<file path="src/rtl/dros_pkg.sv">
// Shared types, constants and helpers for the DHCP reply option scanner.
// Standalone package; every rtl/dros_* module and the top level refer to it.
package dros_pkg;

    localparam int unsigned OFFSET_W  = 11;
    localparam int unsigned RESULT_W  = 138;
    localparam int unsigned M_TDATA_W = 144;
    localparam int unsigned APB_AW    = 3;

    localparam logic [OFFSET_W-1:0] OFFSET_MAX = 11'd2047;
    localparam logic [OFFSET_W-1:0] OPT_START  = 11'd240;
    localparam logic [OFFSET_W-1:0] XID_FIRST  = 11'd4;
    localparam logic [OFFSET_W-1:0] XID_LAST   = 11'd7;
    localparam logic [OFFSET_W-1:0] YIP_FIRST  = 11'd16;
    localparam logic [OFFSET_W-1:0] YIP_LAST   = 11'd19;

    localparam logic [7:0] OPT_PAD     = 8'd0;
    localparam logic [7:0] OPT_END     = 8'd255;
    localparam logic [7:0] OPT_MASK    = 8'd1;
    localparam logic [7:0] OPT_ROUTER  = 8'd3;
    localparam logic [7:0] OPT_MSGTYPE = 8'd53;

    localparam logic [7:0] LOOKUP_KEY_RST = 8'd54;

    // register index taken from paddr[2]
    localparam logic REG_CLIENT_XID = 1'b0;
    localparam logic REG_LOOKUP_KEY = 1'b1;

    typedef struct packed {
        logic accept;   // item taken this cycle
        logic last;     // final byte of the message
        logic in_opts;  // offset lies in the option area
    } t_byte_ctl;

    typedef struct packed {
        logic        xid_match;
        logic [7:0]  msg_type;
        logic [31:0] offered_ip;
        logic [31:0] subnet_mask;
        logic [31:0] router_addr;
        logic        key_found;
        logic [31:0] key_value;
    } t_result;

    // big-endian placement of one byte into a 32-bit word
    function automatic logic [31:0] place(input logic [7:0] b, input logic [1:0] idx);
        logic [31:0] w;
        case (idx)
            2'd0:    w = {b, 24'h0};
            2'd1:    w = {8'h0, b, 16'h0};
            2'd2:    w = {16'h0, b, 8'h0};
            default: w = {24'h0, b};
        endcase
        return w;
    endfunction

endpackage

</file>
<file path="src/rtl/dros_hdr.sv">
// Byte offset counter and fixed-header capture (transaction ID, your-IP).
// Depends on dros_pkg.
module dros_hdr #(
    parameter int unsigned MAX_MSG_BYTES = 1024
) (
    input  logic                    i_clk,
    input  logic                    i_rst_n,
    input  logic                    i_accept,
    input  logic [7:0]              i_byte,
    input  logic                    i_last,
    output dros_pkg::t_byte_ctl     o_ctl,
    output logic [31:0]             o_xid,
    output logic [31:0]             o_offered
);

    localparam logic [dros_pkg::OFFSET_W:0] OPT_LIMIT =
        (dros_pkg::OFFSET_W + 1)'(MAX_MSG_BYTES);

    logic [dros_pkg::OFFSET_W-1:0] r_offset, n_offset;
    logic [31:0] r_xid, n_xid;
    logic [31:0] r_offered, n_offered;

    always_comb begin
        n_xid     = r_xid;
        n_offered = r_offered;
        if (r_offset >= dros_pkg::XID_FIRST && r_offset <= dros_pkg::XID_LAST) begin
            n_xid = r_xid | dros_pkg::place(i_byte, r_offset[1:0]);
        end
        if (r_offset >= dros_pkg::YIP_FIRST && r_offset <= dros_pkg::YIP_LAST) begin
            n_offered = r_offered | dros_pkg::place(i_byte, r_offset[1:0]);
        end
        n_offset = (r_offset < dros_pkg::OFFSET_MAX) ? r_offset + 1'b1 : r_offset;
    end

    assign o_ctl.accept  = i_accept;
    assign o_ctl.last    = i_last;
    assign o_ctl.in_opts = (r_offset >= dros_pkg::OPT_START) && ({1'b0, r_offset} < OPT_LIMIT);
    assign o_xid         = n_xid;
    assign o_offered     = n_offered;

    always_ff @(posedge i_clk) begin
        if (!i_rst_n) begin
            r_offset  <= '0;
            r_xid     <= '0;
            r_offered <= '0;
        end else if (i_accept) begin
            if (i_last) begin
                r_offset  <= '0;
                r_xid     <= '0;
                r_offered <= '0;
            end else begin
                r_offset  <= n_offset;
                r_xid     <= n_xid;
                r_offered <= n_offered;
            end
        end
    end

endmodule

</file>
<file path="src/rtl/dros_tlv.sv">
// Option walker: code/length/value phases and the captured option values.
// Depends on dros_pkg; driven by the control struct from dros_hdr.
module dros_tlv (
    input  logic                i_clk,
    input  logic                i_rst_n,
    input  dros_pkg::t_byte_ctl i_ctl,
    input  logic [7:0]          i_byte,
    input  logic [7:0]          i_lookup_key,
    output logic [7:0]          o_msg_type,
    output logic [31:0]         o_subnet_mask,
    output logic [31:0]         o_router_addr,
    output logic                o_key_found,
    output logic [31:0]         o_key_value
);

    typedef enum logic [1:0] {
        PH_CODE,
        PH_LEN,
        PH_VALUE
    } t_phase;

    t_phase      r_phase, n_phase;
    logic [7:0]  r_code, n_code;
    logic [7:0]  r_remaining, n_remaining;
    logic [2:0]  r_index, n_index;     // saturates at 4: only the first four bytes count
    logic [7:0]  r_type, n_type;
    logic [31:0] r_mask, n_mask;
    logic [31:0] r_router, n_router;
    logic        r_key_seen, n_key_seen;
    logic [31:0] r_key_reg, n_key_reg;
    logic        r_key_active, n_key_active;
    logic [31:0] w_placed;

    assign w_placed = dros_pkg::place(i_byte, r_index[1:0]);

    always_comb begin
        n_phase      = r_phase;
        n_code       = r_code;
        n_remaining  = r_remaining;
        n_index      = r_index;
        n_type       = r_type;
        n_mask       = r_mask;
        n_router     = r_router;
        n_key_seen   = r_key_seen;
        n_key_reg    = r_key_reg;
        n_key_active = r_key_active;
        if (i_ctl.accept && i_ctl.in_opts) begin
            case (r_phase)
                PH_LEN: begin
                    n_remaining = i_byte;
                    n_index     = '0;
                    n_phase     = (i_byte == 8'd0) ? PH_CODE : PH_VALUE;
                end
                PH_VALUE: begin
                    if (!r_index[2]) begin
                        if (r_code == dros_pkg::OPT_MSGTYPE && r_index == 3'd0) begin
                            n_type = i_byte;
                        end
                        if (r_code == dros_pkg::OPT_MASK) begin
                            n_mask = r_mask | w_placed;
                        end
                        if (r_code == dros_pkg::OPT_ROUTER) begin
                            n_router = r_router | w_placed;
                        end
                        if (r_key_active) begin
                            n_key_reg = r_key_reg | w_placed;
                        end
                        n_index = r_index + 3'd1;
                    end
                    n_remaining = (r_remaining != 8'd0) ? r_remaining - 8'd1 : 8'd0;
                    if (n_remaining == 8'd0) begin
                        n_phase = PH_CODE;
                    end
                end
                default: begin
                    // code phase; pad and end are single bytes, a code on the last byte is dropped
                    if (!(i_byte == dros_pkg::OPT_PAD || i_byte == dros_pkg::OPT_END
                          || i_ctl.last)) begin
                        n_code       = i_byte;
                        n_key_active = 1'b0;
                        if (i_byte == dros_pkg::OPT_MSGTYPE) begin
                            n_type = '0;
                        end
                        if (i_byte == dros_pkg::OPT_MASK) begin
                            n_mask = '0;
                        end
                        if (i_byte == dros_pkg::OPT_ROUTER) begin
                            n_router = '0;
                        end
                        if (i_byte == i_lookup_key && !r_key_seen) begin
                            n_key_seen   = 1'b1;
                            n_key_reg    = '0;
                            n_key_active = 1'b1;
                        end
                        n_phase = PH_LEN;
                    end
                end
            endcase
        end
    end

    assign o_msg_type    = n_type;
    assign o_subnet_mask = n_mask;
    assign o_router_addr = n_router;
    assign o_key_found   = n_key_seen;
    assign o_key_value   = n_key_seen ? n_key_reg : 32'h0;

    always_ff @(posedge i_clk) begin
        if (!i_rst_n || (i_ctl.accept && i_ctl.last)) begin
            r_phase      <= PH_CODE;
            r_code       <= '0;
            r_remaining  <= '0;
            r_index      <= '0;
            r_type       <= '0;
            r_mask       <= '0;
            r_router     <= '0;
            r_key_seen   <= 1'b0;
            r_key_reg    <= '0;
            r_key_active <= 1'b0;
        end else if (i_ctl.accept) begin
            r_phase      <= n_phase;
            r_code       <= n_code;
            r_remaining  <= n_remaining;
            r_index      <= n_index;
            r_type       <= n_type;
            r_mask       <= n_mask;
            r_router     <= n_router;
            r_key_seen   <= n_key_seen;
            r_key_reg    <= n_key_reg;
            r_key_active <= n_key_active;
        end
    end

endmodule

</file>
<file path="src/rtl/dros_obuf.sv">
// Result register with one skid entry between the scanner and the output stream.
// Depends on dros_pkg (t_result).
module dros_obuf (
    input  logic              i_clk,
    input  logic              i_rst_n,
    input  logic              i_push,
    input  dros_pkg::t_result i_data,
    output logic              o_ready,
    output logic              o_valid,
    output dros_pkg::t_result o_data,
    input  logic              i_ready
);

    logic              r_out_valid;
    dros_pkg::t_result r_out_data;
    logic              r_skid_valid;
    dros_pkg::t_result r_skid_data;
    logic              w_pop;

    assign w_pop   = r_out_valid && i_ready;
    assign o_ready = !r_skid_valid;
    assign o_valid = r_out_valid;
    assign o_data  = r_out_data;

    always_ff @(posedge i_clk) begin
        if (!i_rst_n) begin
            r_out_valid  <= 1'b0;
            r_skid_valid <= 1'b0;
        end else if (r_skid_valid) begin
            if (w_pop) begin
                r_out_data   <= r_skid_data;
                r_skid_valid <= 1'b0;
            end
        end else if (i_push) begin
            if (!r_out_valid || w_pop) begin
                r_out_data  <= i_data;
                r_out_valid <= 1'b1;
            end else begin
                r_skid_data  <= i_data;
                r_skid_valid <= 1'b1;
            end
        end else if (w_pop) begin
            r_out_valid <= 1'b0;
        end
    end

    a_skid_needs_out: assert property (@(posedge i_clk) disable iff (!i_rst_n)
        r_skid_valid |-> r_out_valid)
        else $error("skid entry held while output register empty");

    a_skid_from_stall: assert property (@(posedge i_clk) disable iff (!i_rst_n)
        r_skid_valid |-> $past(r_out_valid && !w_pop))
        else $error("skid entry filled without an output stall");

    a_no_push_when_full: assert property (@(posedge i_clk) disable iff (!i_rst_n)
        i_push |-> !r_skid_valid)
        else $error("result pushed while both entries full");

    a_skid_drains: assert property (@(posedge i_clk) disable iff (!i_rst_n)
        (r_skid_valid && w_pop) |=> (r_out_valid && !r_skid_valid))
        else $error("skid entry not moved to output register");

endmodule

</file>
<file path="src/rtl/dhcp_reply_option_scanner_top.sv">
// Each result is registered as its last byte is taken, into the skid entry if m_axis stalls.
// Throughput: one byte per cycle; s_axis_tready drops only when both result entries are full.
// Rate is set by the combinational header/option update; the result path holds two results.
// Reset (i_rst_n low, synchronous) clears all per-message state and the result entries,
// and sets client_xid to 0 and lookup_key to 54. Depends on dros_pkg, dros_hdr, dros_tlv,
// dros_obuf.
module dhcp_reply_option_scanner_top #(
    parameter int unsigned MAX_MSG_BYTES = 1024
) (
    input  logic                              i_clk,
    input  logic                              i_rst_n,
    input  logic                              s_axis_tvalid,
    output logic                              s_axis_tready,
    input  logic [7:0]                        s_axis_tdata,  // [7:0] msg_byte
    input  logic                              s_axis_tlast,  // last_byte
    output logic                              m_axis_tvalid,
    input  logic                              m_axis_tready,
    // [0] xid_match, [8:1] msg_type, [40:9] offered_ip, [72:41] subnet_mask,
    // [104:73] router_addr, [105] key_found, [137:106] key_value, [143:138] zero
    output logic [dros_pkg::M_TDATA_W-1:0]    m_axis_tdata,
    input  logic                              psel,
    input  logic                              penable,
    input  logic                              pwrite,
    input  logic [dros_pkg::APB_AW-1:0]       paddr,
    input  logic [31:0]                       pwdata,
    output logic [31:0]                       prdata,
    output logic                              pready
);

    logic [31:0]         r_client_xid;
    logic [7:0]          r_lookup_key;
    logic                w_accept;
    dros_pkg::t_byte_ctl w_ctl;
    logic [31:0]         w_xid;
    logic [31:0]         w_offered;
    dros_pkg::t_result   w_res;
    dros_pkg::t_result   w_out;

    assign pready = 1'b1;

    always_ff @(posedge i_clk) begin
        if (!i_rst_n) begin
            r_client_xid <= '0;
            r_lookup_key <= dros_pkg::LOOKUP_KEY_RST;
        end else if (psel && penable && pwrite) begin
            case (paddr[2])
                dros_pkg::REG_CLIENT_XID: r_client_xid <= pwdata;
                dros_pkg::REG_LOOKUP_KEY: r_lookup_key <= pwdata[7:0];
                default: ;
            endcase
        end
    end

    always_comb begin
        case (paddr[2])
            dros_pkg::REG_CLIENT_XID: prdata = r_client_xid;
            dros_pkg::REG_LOOKUP_KEY: prdata = {24'h0, r_lookup_key};
            default:                  prdata = '0;
        endcase
    end

    assign w_accept = s_axis_tvalid && s_axis_tready;

    dros_hdr #(
        .MAX_MSG_BYTES(MAX_MSG_BYTES)
    ) u_hdr (
        .i_clk     (i_clk),
        .i_rst_n   (i_rst_n),
        .i_accept  (w_accept),
        .i_byte    (s_axis_tdata),
        .i_last    (s_axis_tlast),
        .o_ctl     (w_ctl),
        .o_xid     (w_xid),
        .o_offered (w_offered)
    );

    dros_tlv u_tlv (
        .i_clk         (i_clk),
        .i_rst_n       (i_rst_n),
        .i_ctl         (w_ctl),
        .i_byte        (s_axis_tdata),
        .i_lookup_key  (r_lookup_key),
        .o_msg_type    (w_res.msg_type),
        .o_subnet_mask (w_res.subnet_mask),
        .o_router_addr (w_res.router_addr),
        .o_key_found   (w_res.key_found),
        .o_key_value   (w_res.key_value)
    );

    assign w_res.xid_match  = (w_xid == r_client_xid);
    assign w_res.offered_ip = w_offered;

    dros_obuf u_obuf (
        .i_clk   (i_clk),
        .i_rst_n (i_rst_n),
        .i_push  (w_accept && s_axis_tlast),
        .i_data  (w_res),
        .o_ready (s_axis_tready),
        .o_valid (m_axis_tvalid),
        .o_data  (w_out),
        .i_ready (m_axis_tready)
    );

    assign m_axis_tdata = {
        (dros_pkg::M_TDATA_W - dros_pkg::RESULT_W)'(0),
        w_out.key_value,
        w_out.key_found,
        w_out.router_addr,
        w_out.subnet_mask,
        w_out.offered_ip,
        w_out.msg_type,
        w_out.xid_match
    };

endmodule
</file>
<file path="config.mk">
export PLATFORM = sky130hd
export DESIGN_NAME = dhcp_reply_option_scanner_top
export DESIGN_NICKNAME = d
export VERILOG_FILES = /design/src/rtl/dros_pkg.sv /design/src/rtl/dros_hdr.sv /design/src/rtl/dros_tlv.sv /design/src/rtl/dros_obuf.sv /design/src/rtl/dhcp_reply_option_scanner_top.sv
export SDC_FILE = /design/constraint.sdc
export NUM_CORES = 1
export LEC_CHECK = 0
export BUFFER_PORTS_ARGS = -buffer_cell sky130_fd_sc_hd__buf_2
export CAP_MARGIN = 0
export CELL_PAD_IN_SITES_DETAIL_PLACEMENT = 0
export CELL_PAD_IN_SITES_GLOBAL_PLACEMENT = 2
export CORE_MARGIN = 2
export CORE_UTILIZATION = 30
export CTS_BUF_LIST = sky130_fd_sc_hd__clkbuf_8
export DETAILED_ROUTE_END_ITERATION = 6
export GPL_ROUTABILITY_DRIVEN = 0
export PLACE_DENSITY_LB_ADDON = 0.3
export SLEW_MARGIN = 15
export SYNTH_ARGS = -nofsm -noshare
export SYNTH_HDL_FRONTEND = slang
export SYNTH_SLANG_ARGS = --single-unit
</file>
<file path="constraint.sdc">
create_clock -name i_clk -period 23 [get_ports i_clk]
set_clock_uncertainty 0.05 [all_clocks]
set_input_delay 3.45 -clock i_clk [delete_from_list [all_inputs] [get_ports i_clk]]
set_output_delay 3.45 -clock i_clk [all_outputs]
set_load 0.02 [all_outputs]
</file>
==> results.md <==
- Core area: 71,200 sq um
- CTS resizes: 0
- Tot Pwr: 0.00189 W
- Final setup TNS: 0 ns
- Fin. max-slew vios: 0
- Port Buf Inserts: 220
- Area Overhead vs Synth: 17.9%
- Antenna viol nets, final: 0
- Ports: 230
- Via/cell ratio: 4.95
- Achievable frequency: 123 MHz
- CP Max Fanout: 35
- Initial antenna violation count: 3
- Max cap viols: 0
- Leading cell types in the layout, fill and taps excluded: 276 x edfxtp_1, 244 x dfxtp_1, 220 x buf_2, 165 x nor2_1, 160 x nand2_1
- Minimum clock period: 8.11 ns
- Root Buffer: clkbuf_8
- Final Util: 0.356
- Worst-Skew Late Latency: 0.69 ns
- Diode count: 0
- Max H-tree Level: 3
- CP Launch Type: input pin
- Number of synthesis warnings: 0
- DR DRC count: 0
- Worst IR Drop VDD: 0.0341 mV
- Worst min path class: reg -> reg
- DRT Pass-1 Iters: 6
- Grt ovf: 0
- Post-synth cell types: 71
- Per-cell routed wire length: 20.2 um
- Post-synth ARST share: 0
- Sequential-to-total area share from yosys stat: 0.613
- Worst slew margin: 0.288
- Crit path kind: in -> out
- DIE HEIGHT: 272 um
- EDFF count, synth: 276
- Fin crit share: 0.352
- Clk sink count: 520
- CTS buffer count: 93
- Count of state elements after synthesis: 520
- CP Data Required Time: 19.50 ns
- Fin. Hold Viols: 0
- Worst setup slack after layout: 14.89 ns
- Status: complete, no violations
- Leak: 10.2 nW
- Commonest non-fill, non-tap cell in the layout: edfxtp_1
- Synth Cell Area: 21,500 sq um
- Mean Syn Cell Area: 11.6 sq um
- Syn Inst Count: 1,851
- Vias in the first global route: 14,900
- DP Cell Count: 2,912
- Routed wire length: 62,200 um
- Ys flop type: edfxtp_1
- TritonCTS clock tree: yes
- WP data arrival: 4.61 ns
- Die width: 272 um
- P per Cell Area: 74.6 nW/um^2
- DP Worst Slack: 14.88 ns
- Max Buffers Root-to-Sink: 3
- Hold_buf cts: 0
- Tightest Pin Transition: 1.07 ns
- CP endpoint kind: output pin
- Initial drt markers: 903
- Total die area: 73,800 sq um
- Final setup viols: 0
- Total GRT Usage: 0.165
- Largest net degree at the start of global routing: 140
- RSZ-0062 raised after global routing: no
- Final cell count without fillers: 3,085
- Postcts setup bufs: 0
- Fill count: 7,157
- Initial Utilization: 0.302
- Final Net Count: 2,120
- Share of layout cells above drive strength 1: 0.237
- Clk slew on worst S/H paths: 0.06 ns
- Row count: 98
- First-pass GRT wire length: 93,600 um
- HPWL Detailed: 38,200 um
- Vias: 15,300
[cells in the mapped netlist (10+ instances only)]
cell	number	share of area
a211oi_1	16	0.0056
a21o_1	33	0.012
a21oi_1	98	0.023
a22o_1	26	0.011
a22oi_1	33	0.012
a32o_1	18	0.0084
a32oi_1	32	0.013
and2_1	74	0.022
and4b_1	10	0.0047
buf_2	19	0.0044
clkbuf_1	111	0.019
dfxtp_1	244	0.23
edfxtp_1	276	0.39
ha_1	12	0.0070
inv_1	22	0.0038
mux2_2	108	0.057
nand2_1	161	0.028
nand2b_1	17	0.0049
nand3_1	20	0.0047
nand4_1	15	0.0044
nor2_1	166	0.029
nor2b_1	34	0.0099
nor4_1	15	0.0044
o211a_1	32	0.015
o21ai_0	70	0.016
o2bb2ai_1	28	0.011
or3_1	14	0.0041
xor2_1	22	0.0090
[through the flow]
step                      cell area [sq um]  hold slack, ns
after global placement                23500           0.398
after CTS                             25300           0.424
after floorplan                       21500           0.387
after detailed placement              23500           0.411
final                                 25300           0.422
after global routing                  25300           0.444
[cell type report]
cell class	instances	area, sq um	area share
Sequential cell	520	13200	0.520
Timing Repair Buffer	254	1370	0.0540
Inverter	23	88.8	0.00350
Tap cell	950	1190	0.0469
Clock inverter	62	284	0.0112
Multi-Input combinational cell	1165	7710	0.304
Clock buffer	111	1530	0.0603
[critical path, cell delays in order]
cell,delay (ns)
buf_2,0.56
mux2_2,0.42
buf_2,0.16
[worst paths after layout]
kind,endpoint,slack [ns],depth (start not counted),start
max,prdata[7],14.89,3,paddr[2]
min,u_hdr.r_xid[29],0.42,2,u_hdr.r_xid[29]
max reg2reg,u_obuf.o_data[0],18.53,7,u_hdr.r_offset[4]
min reg2reg,u_hdr.r_xid[29],0.42,2,u_hdr.r_xid[29]
[routing by layer]
metal | routed length [um] | track usage
met3 | 2980 | 0.0380
met1 | 27600 | 0.211
met4 | 1370 | 0.0470
met5 | 27 | 0
met2 | 30300 | 0.277
[report_power, final]
| part | total (W) | switching [W] | leakage, nW | internal, W |
|---|---|---|---|---|
| Sequential | 0.000984 | 0.00000446 | 4.80 | 0.000980 |
| Clock | 0.000835 | 0.000387 | 1.06 | 0.000448 |
| Combinational | 0.0000728 | 0.0000543 | 4.34 | 0.0000185 |
| Total | 0.00189 | 0.000446 | 10.2 | 0.00145 |
[cell families (layout without fill, tap and decap cells)]
group | count (synthesis) | after routing | synth area share
compound gates | 427 | 427 | 0.142
fa+ha+maj | 12 | 12 | 0.00698
xor+xnor | 24 | 24 | 0.00978
other cells | 2 | 7 | 0.000349
simple gates | 580 | 580 | 0.136
flops | 520 | 520 | 0.613
buf+inv | 171 | 450 | 0.0324
mux | 115 | 115 | 0.0598
Power figures use the tool's default switching activity.
